`src/design/ttw_pkg.sv`:
```
// shared constants, types and slot mapping for the three-level timer wheel
package ttw_pkg;

    localparam int MAX_TASKS = 64;
    localparam int TASK_W    = $clog2(MAX_TASKS);
    localparam int LINK_W    = 7;
    localparam int CNT_W     = 7;

    localparam int W1_BITS   = 12;
    localparam int W2_BITS   = 10;
    localparam int W1_SLOTS  = 1 << W1_BITS;
    localparam int W2_SLOTS  = 1 << W2_BITS;
    localparam int W3_SLOTS  = 64;
    localparam int NSLOTS    = W1_SLOTS + W2_SLOTS + W3_SLOTS + 1;
    localparam int SLOT_W    = $clog2(NSLOTS + 1);
    localparam int HS_AW     = $clog2(NSLOTS);

    localparam logic [LINK_W-1:0] NIL          = {LINK_W{1'b1}};
    localparam logic [SLOT_W-1:0] FOREVER_SLOT = SLOT_W'(NSLOTS - 1);
    localparam logic [SLOT_W-1:0] NO_SLOT      = SLOT_W'(NSLOTS);
    localparam logic [HS_AW-1:0]  LAST_SLOT    = HS_AW'(NSLOTS - 1);

    localparam logic [1:0] OP_PAUSE   = 2'd0;
    localparam logic [1:0] OP_RUN     = 2'd1;
    localparam logic [1:0] OP_REMOVE  = 2'd2;
    localparam logic [1:0] OP_ADVANCE = 2'd3;

    localparam logic [1:0] ST_OK     = 2'd0;
    localparam logic [1:0] ST_FAR    = 2'd1;
    localparam logic [1:0] ST_ABSENT = 2'd2;

    localparam logic [1:0] FLG_NONE   = 2'b00;
    localparam logic [1:0] FLG_PAUSED = 2'b01;
    localparam logic [1:0] FLG_RUN    = 2'b11;

    localparam logic [1:0] PH_W3 = 2'd0;
    localparam logic [1:0] PH_W2 = 2'd1;
    localparam logic [1:0] PH_W1 = 2'd2;

    localparam logic [4:0] A_NONE     = 5'd0;
    localparam logic [4:0] A_CLEAR    = 5'd1;
    localparam logic [4:0] A_ACCEPT   = 5'd2;
    localparam logic [4:0] A_DECODE   = 5'd3;
    localparam logic [4:0] A_UNL_RD   = 5'd4;
    localparam logic [4:0] A_UNL_WR   = 5'd5;
    localparam logic [4:0] A_PAUSE_WR = 5'd6;
    localparam logic [4:0] A_FILE     = 5'd7;
    localparam logic [4:0] A_APP_B    = 5'd8;
    localparam logic [4:0] A_APP_C    = 5'd9;
    localparam logic [4:0] A_WAKE_ID  = 5'd10;
    localparam logic [4:0] A_REMOVE   = 5'd11;
    localparam logic [4:0] A_LIST_RD  = 5'd12;
    localparam logic [4:0] A_LIST_CLR = 5'd13;
    localparam logic [4:0] A_LOOP     = 5'd14;
    localparam logic [4:0] A_MIG_T    = 5'd15;
    localparam logic [4:0] A_MIG_NEXT = 5'd16;
    localparam logic [4:0] A_WAKE_T   = 5'd17;
    localparam logic [4:0] A_BASE_INC = 5'd18;
    localparam logic [4:0] A_DONE     = 5'd19;
    localparam logic [4:0] A_EMPTY    = 5'd20;
    localparam logic [4:0] A_EM_RD    = 5'd21;
    localparam logic [4:0] A_EM_WR    = 5'd22;

    typedef struct packed {
        logic [4:0] act;
        logic [1:0] phase;
    } cmd_t;

    typedef struct packed {
        logic [1:0] op;
        logic       valid_id;
        logic       present;
        logic       running;
        logic       file_past;
        logic       file_noslot;
        logic       tl_valid;
        logic       loop_ok;
        logic       s1_zero;
        logic       s2_zero;
        logic       s3_ok;
        logic       out_free;
        logic       woke_none;
        logic       emit_last;
        logic       clear_done;
    } stat_t;

    function automatic logic [SLOT_W-1:0] slot_for(input logic [31:0] w, input logic [31:0] b);
        logic [SLOT_W-1:0] s;
        if (w == 32'd0)
            s = FOREVER_SLOT;
        else if (w[31:W1_BITS] == b[31:W1_BITS])
            s = SLOT_W'(w[W1_BITS-1:0]);
        else if (w[31:W1_BITS+W2_BITS] == b[31:W1_BITS+W2_BITS])
            s = SLOT_W'(W1_SLOTS) + SLOT_W'(w[W1_BITS+W2_BITS-1:W1_BITS]);
        else if ((w >> (W1_BITS + W2_BITS)) < 32'(W3_SLOTS))
            s = SLOT_W'(W1_SLOTS + W2_SLOTS) + SLOT_W'(w >> (W1_BITS + W2_BITS));
        else
            s = NO_SLOT;
        return s;
    endfunction

endpackage

```
`src/design/ttw_ctrl.sv`:
```
// sequencer that steps each request through list edits, migration and result output
module ttw_ctrl
    import ttw_pkg::*;
(
    input  logic  clk,
    input  logic  rst_n,
    input  logic  in_valid,
    output logic  in_stall,
    input  stat_t st,
    output cmd_t  cmd
);

    localparam logic [4:0] S_CLEAR    = 5'd0;
    localparam logic [4:0] S_IDLE     = 5'd1;
    localparam logic [4:0] S_DECODE   = 5'd2;
    localparam logic [4:0] S_UNL_RD   = 5'd3;
    localparam logic [4:0] S_UNL_WR   = 5'd4;
    localparam logic [4:0] S_PAUSE_WR = 5'd5;
    localparam logic [4:0] S_FILE     = 5'd6;
    localparam logic [4:0] S_APP_B    = 5'd7;
    localparam logic [4:0] S_APP_C    = 5'd8;
    localparam logic [4:0] S_WAKE_ID  = 5'd9;
    localparam logic [4:0] S_REMOVE   = 5'd10;
    localparam logic [4:0] S_LIST_RD  = 5'd11;
    localparam logic [4:0] S_LIST_CLR = 5'd12;
    localparam logic [4:0] S_LOOP     = 5'd13;
    localparam logic [4:0] S_MIG_T    = 5'd14;
    localparam logic [4:0] S_MIG_NEXT = 5'd15;
    localparam logic [4:0] S_WAKE_T   = 5'd16;
    localparam logic [4:0] S_BASE_INC = 5'd17;
    localparam logic [4:0] S_DONE     = 5'd18;
    localparam logic [4:0] S_EMPTY    = 5'd19;
    localparam logic [4:0] S_EM_RD    = 5'd20;
    localparam logic [4:0] S_EM_WR    = 5'd21;

    logic [4:0] state_reg;
    logic [4:0] state_next;
    logic [1:0] phase_reg;
    logic [1:0] phase_next;
    logic [4:0] file_ret;
    logic [4:0] unl_ret;

    assign in_stall = (state_reg != S_IDLE);
    assign file_ret = (st.op == OP_PAUSE) ? S_DONE : S_MIG_NEXT;

    always_comb
    begin
        unique case (st.op)
            OP_PAUSE: unl_ret = S_PAUSE_WR;
            OP_RUN:   unl_ret = S_WAKE_ID;
            default:  unl_ret = S_REMOVE;
        endcase
    end

    always_comb
    begin
        state_next = state_reg;
        phase_next = phase_reg;
        cmd.act    = A_NONE;
        cmd.phase  = phase_reg;
        unique case (state_reg)
            S_CLEAR:
            begin
                cmd.act = A_CLEAR;
                if (st.clear_done)
                    state_next = S_IDLE;
            end
            S_IDLE:
            begin
                if (in_valid)
                begin
                    cmd.act    = A_ACCEPT;
                    state_next = S_DECODE;
                end
            end
            S_DECODE:
            begin
                cmd.act = A_DECODE;
                unique case (st.op)
                    OP_PAUSE:
                    begin
                        if (!st.present)
                            state_next = S_DONE;
                        else if (st.running)
                            state_next = S_PAUSE_WR;
                        else
                            state_next = S_UNL_RD;
                    end
                    OP_RUN:
                    begin
                        if (!st.valid_id)
                            state_next = S_DONE;
                        else if (!st.present)
                            state_next = S_WAKE_ID;
                        else if (!st.running)
                            state_next = S_UNL_RD;
                        else
                            state_next = S_DONE;
                    end
                    OP_REMOVE:
                    begin
                        if (!st.present)
                            state_next = S_DONE;
                        else if (st.running)
                            state_next = S_REMOVE;
                        else
                            state_next = S_UNL_RD;
                    end
                    default:
                    begin
                        state_next = S_LIST_RD;
                        if (!st.s1_zero)
                            phase_next = PH_W1;
                        else if (st.s2_zero && st.s3_ok)
                            phase_next = PH_W3;
                        else
                            phase_next = PH_W2;
                    end
                endcase
            end
            S_UNL_RD:
            begin
                cmd.act    = A_UNL_RD;
                state_next = S_UNL_WR;
            end
            S_UNL_WR:
            begin
                cmd.act    = A_UNL_WR;
                state_next = unl_ret;
            end
            S_PAUSE_WR:
            begin
                cmd.act    = A_PAUSE_WR;
                state_next = S_FILE;
            end
            S_FILE:
            begin
                cmd.act = A_FILE;
                if (st.file_past || st.file_noslot)
                    state_next = file_ret;
                else
                    state_next = S_APP_B;
            end
            S_APP_B:
            begin
                cmd.act    = A_APP_B;
                state_next = st.tl_valid ? S_APP_C : file_ret;
            end
            S_APP_C:
            begin
                cmd.act    = A_APP_C;
                state_next = file_ret;
            end
            S_WAKE_ID:
            begin
                cmd.act    = A_WAKE_ID;
                state_next = S_DONE;
            end
            S_REMOVE:
            begin
                cmd.act    = A_REMOVE;
                state_next = S_DONE;
            end
            S_LIST_RD:
            begin
                cmd.act    = A_LIST_RD;
                state_next = S_LIST_CLR;
            end
            S_LIST_CLR:
            begin
                cmd.act    = A_LIST_CLR;
                state_next = S_LOOP;
            end
            S_LOOP:
            begin
                cmd.act = A_LOOP;
                if (st.loop_ok)
                    state_next = (phase_reg == PH_W1) ? S_WAKE_T : S_MIG_T;
                else if (phase_reg == PH_W3)
                begin
                    phase_next = PH_W2;
                    state_next = S_LIST_RD;
                end
                else if (phase_reg == PH_W2)
                begin
                    phase_next = PH_W1;
                    state_next = S_LIST_RD;
                end
                else
                    state_next = S_BASE_INC;
            end
            S_MIG_T:
            begin
                cmd.act    = A_MIG_T;
                state_next = S_FILE;
            end
            S_MIG_NEXT:
            begin
                cmd.act    = A_MIG_NEXT;
                state_next = S_LOOP;
            end
            S_WAKE_T:
            begin
                cmd.act    = A_WAKE_T;
                state_next = S_LOOP;
            end
            S_BASE_INC:
            begin
                cmd.act    = A_BASE_INC;
                state_next = S_DONE;
            end
            S_DONE:
            begin
                cmd.act    = A_DONE;
                state_next = st.woke_none ? S_EMPTY : S_EM_RD;
            end
            S_EMPTY:
            begin
                cmd.act = A_EMPTY;
                if (st.out_free)
                    state_next = S_IDLE;
            end
            S_EM_RD:
            begin
                cmd.act    = A_EM_RD;
                state_next = S_EM_WR;
            end
            S_EM_WR:
            begin
                cmd.act = A_EM_WR;
                if (st.out_free)
                    state_next = st.emit_last ? S_IDLE : S_EM_RD;
            end
            default:
            begin
                state_next = S_IDLE;
            end
        endcase
    end

    always_ff @(posedge clk or negedge rst_n)
    begin
        if (!rst_n)
        begin
            state_reg <= S_CLEAR;
            phase_reg <= PH_W1;
        end
        else
        begin
            state_reg <= state_next;
            phase_reg <= phase_next;
        end
    end

endmodule

```
`config.mk`:
```
export PLATFORM = sky130hd
export DESIGN_NAME = ttw_ctrl
export DESIGN_NICKNAME = d
export VERILOG_FILES = /design/src/design/ttw_pkg.sv /design/src/design/ttw_ctrl.sv
export SDC_FILE = /design/constraint.sdc
export NUM_CORES = 1
export LEC_CHECK = 0
export ABC_AREA = 1
export ABC_CLOCK_PERIOD_IN_PS = 1500
export BUFFER_PORTS_ARGS = -buffer_cell sky130_fd_sc_hd__buf_2
export CAP_MARGIN = 20
export CORE_MARGIN = 1
export CORE_UTILIZATION = 53
export CTS_CLUSTER_DIAMETER = 30
export DETAILED_ROUTE_END_ITERATION = 10
export MAX_ROUTING_LAYER = met4
export PLACE_DENSITY = 0.82
export SKIP_CTS_REPAIR_TIMING = 1
export SLEW_MARGIN = 10
export SYNTH_ARGS = -nofsm -noshare
export SYNTH_HDL_FRONTEND = slang
export SYNTH_SLANG_ARGS = --single-unit
```
`constraint.sdc`:
```
create_clock -name clk -period 1.5 [get_ports clk]
set_input_delay 0.075 -clock clk [delete_from_list [all_inputs] [get_ports clk]]
set_output_delay 0.075 -clock clk [all_outputs]
set_load 0.01 [all_outputs]
```
======== After elaboration in Yosys (flattened, before gate mapping) ========
Cells that the tools add are included.
cells by class
  mux-type cells .......................... 32
  add/sub/neg operators ................... 0
  magnitude comparators ................... 0
  bitwise logic cells ..................... 0
  equal/unequal tests ..................... 33
  reductions and logical operators ........ 12
  shift operators ......................... 0
  divide/modulo/power cells ............... 0
  multiply operators ...................... 0
operators by type and width
  cell                number
  $pmux 5 s22         1
  $mux 5              17
  $pmux 5 s17         1
  $eq 5x4->1 const B  8
  $eq 5x5->1 const B  6
  $eq 5x3->1 const B  4
  $pmux 5 s3          1
  $mux 2              6
  $ne 2x2->1 const B  6
  $eq 5x2->1 const B  2
  $reduce_or 3->1     3
  $pmux 4 s2          1
  $reduce_and 4->1    2
  $mux 3              2
  $eq 5x1->1 const B  1
  $logic_not 5->1     1
  $ne 5x1->1 const B  1
  $eq 2x1->1 const B  2
  $eq 2x2->1 const B  2
  $logic_not 2->1     2
  $mux 4              1
  $pmux 2 s2          1
  $ne 3x3->1 const B  1
  $reduce_bool 2->1   1
  other kinds (4)     4
storage, ports and cells
  RAM bits ................................ 0
  bits of input ports ..................... 19
  flip-flop bits (word level) ............. 7
  logic and storage cells ................. 79
  memories ................................ 0
  latch bits .............................. 0
  output and inout port bits .............. 8
  memory bits (read-only) ................. 0

======== Longest topological paths before layout ========
Gate-level depths: netlist (run 1).
  depth in word-level cells ............... 5
  mapped depth ............................ 12
  gate-level depth less buffers ........... 11

======== Worst setup path after synthesis (run 1) ========
No wires, ideal clock.
  path type ............................... flip-flop to flip-flop
  start ................................... register state_reg[3]
  end ..................................... register state_reg[4]
  slack ................................... 0.093 ns
  clock period less this slack ............ 1.407 ns
  stages on the path, launching flop included .. 9
  setup time .............................. 0.121 ns
  buffers on the path ..................... 0
  arrival time ............................ 1.286 ns
  required time ........................... 1.379 ns
  path through ............................ dfrtp_1 -> nor2_4 -> inv_2 -> nor2_2 -> inv_2 -> o21ai_1 -> nor2_2 -> o21ai_1 -> nand2_1
between the ends
  longest elaborated chain between the ends .. 3
  elaborated cells between the ends (all ways) .. 31
  those cells by class .................... eq/ne (25); mux (1); reduce/logical (5)
RTL lines
  element                                                         line             RTL
  from (decl)                                                     ttw_ctrl.sv:36   logic [4:0] state_reg;
  from (signal assigned)                                          ttw_ctrl.sv:250  state_reg <= state_next;
  $eq 5x5->1, or another cell as far along                        ttw_ctrl.sv:61   unique case (state_reg)
  $reduce_or 3->1 (no source line), or another cell as far along  -
  $pmux 5 s17 or $reduce_and 4->1 (tied branches)                 -
Several ways; a longest one is shown, not always the timed one.
A chain may end at the register's enable or synchronous reset.

==> results of run 1 <==
==> worst max-delay path, delay by kind of cell, from the launching register on <==
kind / cells / cell delay [ps]
buffers and inverters: 3 / 410
flip-flops: 1 / 490
AND/OR/NAND/NOR: 5 / 620
==> synthesized netlist by cell type <==
master | n | area (µm²)
o21ai_0 | 6 | 30.03
nand3_1 | 22 | 110.1
nand3b_1 | 1 | 7.510
dfstp_2 | 1 | 26.28
nor3_1 | 3 | 15.01
nor3b_1 | 1 | 7.510
nor2_4 | 3 | 33.78
nand2_2 | 1 | 6.260
a21boi_1 | 1 | 7.510
o2111ai_1 | 1 | 8.760
nor4_1 | 1 | 6.260
inv_1 | 24 | 90.09
nand4_1 | 9 | 56.30
o21ai_1 | 5 | 25.02
dfrtp_1 | 6 | 150.1
nand3_2 | 1 | 10.01
inv_2 | 5 | 18.77
buf_2 | 3 | 15.01
nand2_1 | 67 | 251.5
a31oi_1 | 2 | 12.51
nor2_1 | 37 | 138.9
a21oi_1 | 2 | 10.01
nor2_2 | 7 | 43.79
o22ai_1 | 1 | 6.260
==> cells by family after synthesis <==
logic type,after synthesis
and+or+nand+nor,153
AOI/OAI and AO/OA,18
DFF,7
buffers and inverters,32
==> layer usage <==
layer | vias up | wire length [µm]
li1 | 813 | -
met1 | 837 | 1948
met2 | 248 | 2515
met3 | 99 | 932
met4 | 0 | 633
met5 | - | 0
==> power groups by stage <==
stage | Combinational [mW] | Sequential (mW) | Clock, mW
after floorplan | 1.22 | 0.380 | 0
after global placement | 1.98 | 0.432 | 0
after detailed placement | 1.98 | 0.433 | 0
after CTS | 1.99 | 0.431 | 0.177
after global routing | 3.01 | 0.518 | 0.218
final | 2.82 | 0.522 | 0.201
==> how the worst max path moves through the flow <==
stage | from | to | slack [ps] | cells after the start
after floorplan | state_reg[3] | state_reg[4] | 90 | 8
after global placement | state_reg[1] | state_reg[0] | -170 | 10
after detailed placement | state_reg[1] | state_reg[0] | -170 | 10
after CTS | state_reg[1] | cmd[3] | -400 | 8
after global routing | state_reg[4] | cmd[2] | -530 | 6
final | state_reg[3] | cmd[5] | -370 | 8
==> per-stage QoR <==
stage	utilization	cells
finish	0.9349	303
global route	0.9349	303
detailed placement	0.7410	287
floorplan	-	210
global placement	0.7410	287
CTS	0.7545	291
==> cell usage in the layout, fill, tap and decap left out, types with 2 or more instances in the layout <==
master	n
a31oi_1	2
buf_2	26
buf_4	29
buf_6	8
clkbuf_4	3
dfrtp_2	5
inv_1	21
inv_2	7
nand2_1	50
nand2_2	10
nand2_4	8
nand3_1	20
nand3_4	2
nand4_1	9
nor2_1	28
nor2_2	7
nor2_4	12
nor3_1	2
o21ai_0	5
o21ai_1	6
==> layout make-up <==
cell class | instances | area (µm²) | share of cell area
inverter | 29 | 111.4 | 0.06134
sequential | 7 | 182.7 | 0.1006
multi-input combinational | 171 | 1008 | 0.5555
tap | 27 | 33.78 | 0.01861
clock buffer | 4 | 26.28 | 0.01447
timing repair buffer | 65 | 452.9 | 0.2495
==> flow_summary_export.csv, run 1 <==
group,metric,value,unit
floorplanning,die-area,2237,µm²
synthesis,synthCells,210,
sta,finClkSkew,9.183,ps
critical_path,startpoint_type,"flip-flop",
critical_path,critPathCaptureType,"output pin",
placement,port_buffers,26,
detailed_routing,drtIter0Drc,198,
sta,rsz0062_at_grt,"true",
power,pwr-share-seq,0.147,
clock_tree,cts_tree,"built",
detailed_routing,wirelength,6029,µm
clock_tree,clock_sinks,7,
synthesis,syn_area,1087,µm²
global_routing,grt_start_max_net_pins,11,
power,peakVddDrop,1841,µV
detailed_routing,ant_nets,0,
sta,layout_worst_path_cycle_share,1.248,
placement,place_area,1439,µm²
clock_tree,ctsLongestPathBuffers,2,
global_routing,use_met2,0.5616,
synthesis,synth_compound_area_frac,0.09206,
power,p_clk_frac,0.057,
floorplanning,fp.coreArea,1942,µm²
sta,setup_violations,12,
detailed_routing,post_drt_wl_per_cell,19.90,µm
clock_tree,cts-root-buf,"clkbuf_4",
critical_path,reg2reg_depth,10,
detailed_routing,via_count,1997,
sta,fmax,534.2,MHz
global_routing,antenna_found_initial,0,
synthesis,synth_fa_ha_area_frac,0,
detailed_routing,viasPerCell,6.591,
global_routing,grt_pass1_wl,5595,µm
synthesis,synthXorXnorAreaFrac,0,
global_routing,grt_usage,0.3670,
power,combPwrFrac,0.796,
synthesis,yosys.area_share.simple,0.6318,
power,p_int,1.538,mW
floorplanning,chipHeight,47.30,µm
global_routing,globalRouteMet1Util,0.4577,
placement,hpwl,3008,µm
synthesis,yosysWarnings,0,
global_routing,grt_remaining_overflow,0,
floorplanning,io_pins,27,
clock_tree,cts_buffers,3,
synthesis,synth_fp_nets,229,
global_routing,top_usage_layer,"met2",
synthesis,synth_top_family_by_area,"simple AND/OR/NAND/NOR gates",
sta,fin_tns_setup,-3058,ps
min_path,hold_class,"in -> reg",
critical_path,crit_type,"reg -> out",
detailed_routing,drt-pass1-iter-count,6,
floorplanning,initial_core_util,0.5599,
detailed_routing,post-route-drc-count,0,
synthesis,synth.ff_latch_count,7,
cells_and_area,largest_reg_flops,5,
min_path,min_from,"st[3]",
critical_path,slowest_delay,490,ps
synthesis,yosys.cell_types.count,24,
power,power,3.546,mW
power,power_density,1953,nW/µm²
floorplanning,die_w,47.30,µm
critical_path,rr_startpoint,"state_reg[3]",
sta,tightest_slew,532.0,ps
synthesis,avgSynthCellArea,5.178,µm²
cells_and_area,layout.nets,296,
critical_path,cp_cell_sequence,"nand2_1 -> buf_4 -> nor2_1 -> inv_1 -> nand2_1 -> nor4_4 -> nand2_1 -> buf_2",
cells_and_area,fin_area,1815,µm²
placement,place.gp.congestion,1.009,
placement,pre_cts_slack,-167.7,ps
clock_tree,clk_latency,270,ps
cells_and_area,n_antenna_cell,0,
sta,slew_headroom,0.6416,
sta,hold_viol,0,
power,switching_share,0.5662,
critical_path,required,1420,ps
synthesis,seq_area_frac_synth,0.1623,
cells_and_area,drive_above_1_share,0.4601,
sta,drv_slew,0,
cells_and_area,fillers,75,
cells_and_area,area_growth,66.97,%
sta,finalHoldWorstSlack,113.2,ps
synthesis,muxShareOfSynthArea,0,
floorplanning,row_count,16,
critical_path,reg2reg_slack,-370,ps
global_routing,grt_pass1_vias,1341,
outcome,violations,"negative setup slack",
critical_path,crit_slowest_cell,"dfrtp_2",
critical_path,critPathMaxFanout,6,
power,leakage,1.005,nW
run,max_cap_violations,0,
power,switchingPower,2.008,mW
min_path,worstHoldPathCells,4,
critical_path,r2r-end,"state_reg[2]",
critical_path,crit_arrival,1800,ps
clock_tree,clkSlewWorstSetupHoldPaths,70,ps
min_path,min_delay_worst_endpoint,"state_reg[1]",
critical_path,crit_top_cell,"nand2_1",
sta,min_period,1872,ps
outcome,status,"finished, violations left",
sta,setup_slack,-372.1,ps
clock_tree,htree_levels,1,
global_routing,gr-usage-met3,0.1000,
Note: power is estimated with default switching activity, not from simulation.
==> run 2: changes to the inputs <==
- RECOVER_POWER: not set -> 100
==> flow_summary_export.csv, run 2 (synthesis gave the netlist of run 1 again) <==
group,metric,value,unit
outcome,status,"finished, violations left",
outcome,violations,"negative setup slack",
sta,setup_violations,12,
cells_and_area,mostFrequentLayoutCell,"nand2_1",
placement,place_area,1439,µm²
detailed_routing,via_count,2009,
critical_path,startpoint_type,"flip-flop",
cells_and_area,final_cell_mix,"nand2_1 (50), buf_4 (29), nor2_1 (28), buf_2 (24), inv_1 (21)",
power,power_density,1956,nW/µm²
global_routing,grt_remaining_overflow,0,
detailed_routing,post_drt_wl_per_cell,19.95,µm
placement,port_buffers,26,
sta,fmax,534.2,MHz
floorplanning,die_w,47.30,µm
sta,setup_slack,-371.9,ps
run,max_cap_violations,0,
cells_and_area,largest_reg_flops,5,
sta,tightest_slew,527.6,ps
critical_path,cp_num_buf_inv,3,
sta,min_period,1872,ps
global_routing,grt_pass1_wl,5595,µm
cells_and_area,n_antenna_cell,0,
sta,slew_headroom,0.6445,
critical_path,crit_slowest_cell,"dfrtp_2",
cells_and_area,drive_above_1_share,0.4529,
detailed_routing,post-route-drc-count,0,
sta,hold_viol,0,
cells_and_area,area_growth,66.74,%
critical_path,path_delay_family,"flip-flops",
power,leakage,0.9990,nW
detailed_routing,wirelength,6046,µm
cells_and_area,layout.nets,296,
global_routing,grt_usage,0.3670,
floorplanning,die-area,2237,µm²
floorplanning,row_count,16,
sta,finClkSkew,6.998,ps
detailed_routing,ant_nets,0,
clock_tree,cts_buffers,3,
min_path,hold_class,"in -> reg",
critical_path,reg2reg_slack,-360,ps
detailed_routing,drt-pass1-iter-count,9,
detailed_routing,drtIter0Drc,198,
global_routing,grt_pass1_vias,1341,
critical_path,cp_cell_sequence,"nand2_1 -> inv_1 -> buf_4 -> nand2_2 -> nand2_4 -> a21oi_4 -> nand3_1 -> buf_2",
floorplanning,fp.coreArea,1942,µm²
clock_tree,cts-root-buf,"clkbuf_4",
clock_tree,clock_sinks,7,
clock_tree,cts_tree,"built",
sta,drv_slew,0,
detailed_routing,viasPerCell,6.630,
clock_tree,clkSlewWorstSetupHoldPaths,70,ps
floorplanning,io_pins,27,
clock_tree,clk_latency,270,ps
clock_tree,ctsLongestPathBuffers,2,
critical_path,crit_type,"reg -> out",
critical_path,critPathMaxFanout,6,
placement,hpwl,3008,µm
cells_and_area,fin_area,1813,µm²
placement,pre_cts_slack,-167.7,ps
global_routing,antenna_found_initial,0,
sta,fin_tns_setup,-2962,ps
clock_tree,htree_levels,1,
critical_path,required,1420,ps
sta,layout_worst_path_cycle_share,1.248,
critical_path,critPathCaptureType,"output pin",
power,peakVddDrop,1847,µV
critical_path,slowest_delay,490,ps
cells_and_area,fillers,77,
sta,rsz0062_at_grt,"true",
global_routing,grt_start_max_net_pins,11,
floorplanning,chipHeight,47.30,µm
critical_path,crit_arrival,1800,ps
placement,place.gp.congestion,1.009,
floorplanning,initial_core_util,0.5599,
## run 2: final timing paths
check	from	to	cells past startpoint
hold reg to reg	phase_reg[0]	phase_reg[0]	2
hold / removal	st[3]	state_reg[1]	4
max in group asynchronous	rst_n	phase_reg[1]	2
setup reg to reg	state_reg[3]	state_reg[2]	10
setup / recovery	state_reg[3]	cmd[3]	8
min in group asynchronous	rst_n	state_reg[4]	2
## run 2: worst min-delay path, delay by kind of cell
kind	cells	cell delay, ps
buffers and inverters	2	140
and+or+nand+nor	2	130
## run 2: final cells by class
class | count | area, µm² | share of cell area
inverter | 29 | 111.4 | 0.06142
multi-input combinational | 171 | 1008 | 0.5562
timing repair buffer | 65 | 450.4 | 0.2484
sequential | 7 | 182.7 | 0.1008
clock buffer | 4 | 26.28 | 0.01449
tap | 27 | 33.78 | 0.01863
## run 2: layer usage
| layer | part of all wire | up-vias | track usage |
|---|---|---|---|
| met5 | 0 | - | - |
| met4 | 0.099 | 0 | 0.1314 |
| met3 | 0.14 | 100 | 0.1000 |
| met2 | 0.43 | 236 | 0.5616 |
| met1 | 0.33 | 865 | 0.4577 |
| li1 | - | 808 | - |
## run 2: stage by stage
| stage | std cells | util | hold slack [ps] | total power [mW] |
|---|---|---|---|---|
| floorplan | 210 | - | -220.6 | 1.597 |
| global placement | 287 | 0.7410 | -84.56 | 2.416 |
| detailed placement | 287 | 0.7410 | -87.62 | 2.411 |
| CTS | 291 | 0.7545 | -358.8 | 2.598 |
| global route | 303 | 0.9336 | 122.7 | 3.744 |
| finish | 303 | 0.9336 | 115.8 | 3.546 |
## run 2: power breakdown
group,switching (mW),internal [mW],total [mW]
combinational,1.69,1.14,2.83
sequential,0.224,0.297,0.520
clock,0.0961,0.103,0.199
==> run 3: changes to the inputs <==
- ABC_CLOCK_PERIOD_IN_PS: 1500 -> 1800
- clock period: 1.5 -> 1.8 ns (I/O delays scaled with it)
==> flow_summary_export.csv, run 3 (synthesis gave the netlist of run 1 again) <==
group,metric,value,unit
cells_and_area,mostFrequentLayoutCell,"nand2_1",
cells_and_area,area_growth,32.11,%
detailed_routing,wirelength,3972,µm
critical_path,crit_type,"reg -> out",
clock_tree,clk_latency,250,ps
critical_path,cp_cell_sequence,"inv_1 -> nand2_2 -> nor2_4 -> nand2_1 -> nand2_1 -> a21oi_2 -> nand3_1 -> buf_2",
sta,drv_slew,0,
floorplanning,io_pins,27,
detailed_routing,post-route-drc-count,0,
global_routing,grt_start_max_net_pins,12,
clock_tree,htree_levels,1,
global_routing,antenna_found_initial,0,
clock_tree,ctsLongestPathBuffers,2,
cells_and_area,final_cell_mix,"nand2_1 (61), nor2_1 (31), buf_2 (24), inv_1 (23), nand3_1 (22)",
sta,min_period,1772,ps
detailed_routing,ant_nets,0,
power,peakVddDrop,1178,µV
placement,port_buffers,26,
cells_and_area,largest_reg_flops,5,
min_path,hold_class,"in -> reg",
critical_path,crit_arrival,1680,ps
sta,setup_slack,27.52,ps
critical_path,critPathCaptureType,"output pin",
floorplanning,die-area,2237,µm²
cells_and_area,final_util,0.7397,
critical_path,crit_top_cell,"nand2_1",
cells_and_area,n_antenna_cell,0,
sta,finalHoldWorstSlack,127.7,ps
sta,tightest_slew,385.6,ps
global_routing,grt_usage,0.3401,
placement,pre_cts_slack,212.8,ps
sta,rsz0062_at_grt,"true",
global_routing,grt_pass1_wl,5237,µm
critical_path,cp_num_buf_inv,2,
sta,hold_viol,0,
critical_path,crit_slowest_cell,"dfrtp_2",
sta,setup_violations,0,
critical_path,startpoint_type,"flip-flop",
clock_tree,cts-root-buf,"clkbuf_4",
detailed_routing,viasPerCell,5.862,
critical_path,required,1710,ps
clock_tree,cts_tree,"built",
sta,slew_headroom,0.7430,
detailed_routing,drtIter0Drc,136,
global_routing,grt_remaining_overflow,0,
floorplanning,chipHeight,47.30,µm
floorplanning,row_count,16,
placement,hpwl,2774,µm
critical_path,slowest_delay,510,ps
sta,finClkSkew,0.3857,ps
power,power_density,1538,nW/µm²
outcome,status,"finished, final reports clean",
critical_path,critPathMaxFanout,7,
detailed_routing,post_drt_wl_per_cell,14.44,µm
detailed_routing,drt-pass1-iter-count,5,
detailed_routing,via_count,1612,
clock_tree,cts_buffers,3,
cells_and_area,layout.nets,268,
floorplanning,fp.coreArea,1942,µm²
power,leakage,0.8009,nW
placement,place.gp.congestion,1.036,
clock_tree,clkSlewWorstSetupHoldPaths,50,ps
sta,layout_worst_path_cycle_share,0.9847,
floorplanning,die_w,47.30,µm
run,max_cap_violations,0,
critical_path,path_delay_family,"flip-flops",
global_routing,grt_pass1_vias,1244,
sta,fmax,564.2,MHz
clock_tree,clock_sinks,7,
cells_and_area,drive_above_1_share,0.2944,
floorplanning,initial_core_util,0.5599,
run 3: worst min-delay path: stages:
cell and delay, ps:
buf_2 90, inv_1 50, nand2_1 60, nand2_1 50
run 3: path summary, 6_finish.rpt:
path / from / cells past startpoint / slack, ps / to
min in group asynchronous: rst_n / 2 / 280 / state_reg[4]
worst min-delay path: st[3] / 4 / 130 / state_reg[1]
max in group asynchronous: rst_n / 2 / 1210 / phase_reg[1]
worst max register to register: state_reg[1] / 8 / 50 / phase_reg[1]
worst min register to register: phase_reg[0] / 2 / 570 / phase_reg[0]
worst max-delay path: state_reg[0] / 8 / 30 / cmd[3]
run 3: layout make-up:
cell class,count,area [µm²]
fillers,174,505.5
multi-input cells,171,869.6
clock buffers,4,26.28
inverters,29,108.9
flip-flops and latches,7,181.4
repair buffers,37,216.5
well taps,27,33.78
run 3: metrics by stage:
stage | cell area [µm²] | power (mW) | TNS [ps] | instances
2_1_floorplan | 1087 | 1.331 | 0 | 210
3_3_place_gp | 1266 | 1.775 | 0 | 264
3_5_place_dp | 1266 | 1.752 | 0 | 264
4_1_cts | 1292 | 1.898 | -73.44 | 268
5_1_grt | 1436 | 2.354 | -161.5 | 275
6_report | 1436 | 2.210 | 0 | 275
run 3: report_power, final:
part	internal (mW)	leakage [nW]	switching, mW
Clock	0.0848	0.0150	0.0611
Combinational	0.587	0.705	1.10
Sequential	0.243	0.0809	0.137
Total	0.915	0.801	1.29
run 3: per-layer routing:
| layer | routed length, µm | track usage | vias up |
|---|---|---|---|
| li1 | - | - | 756 |
| met1 | 1518 | 0.4475 | 704 |
| met2 | 1885 | 0.5233 | 126 |
| met3 | 396 | 0.06538 | 26 |
| met4 | 172 | 0.09714 | 0 |
| met5 | 0 | - | - |
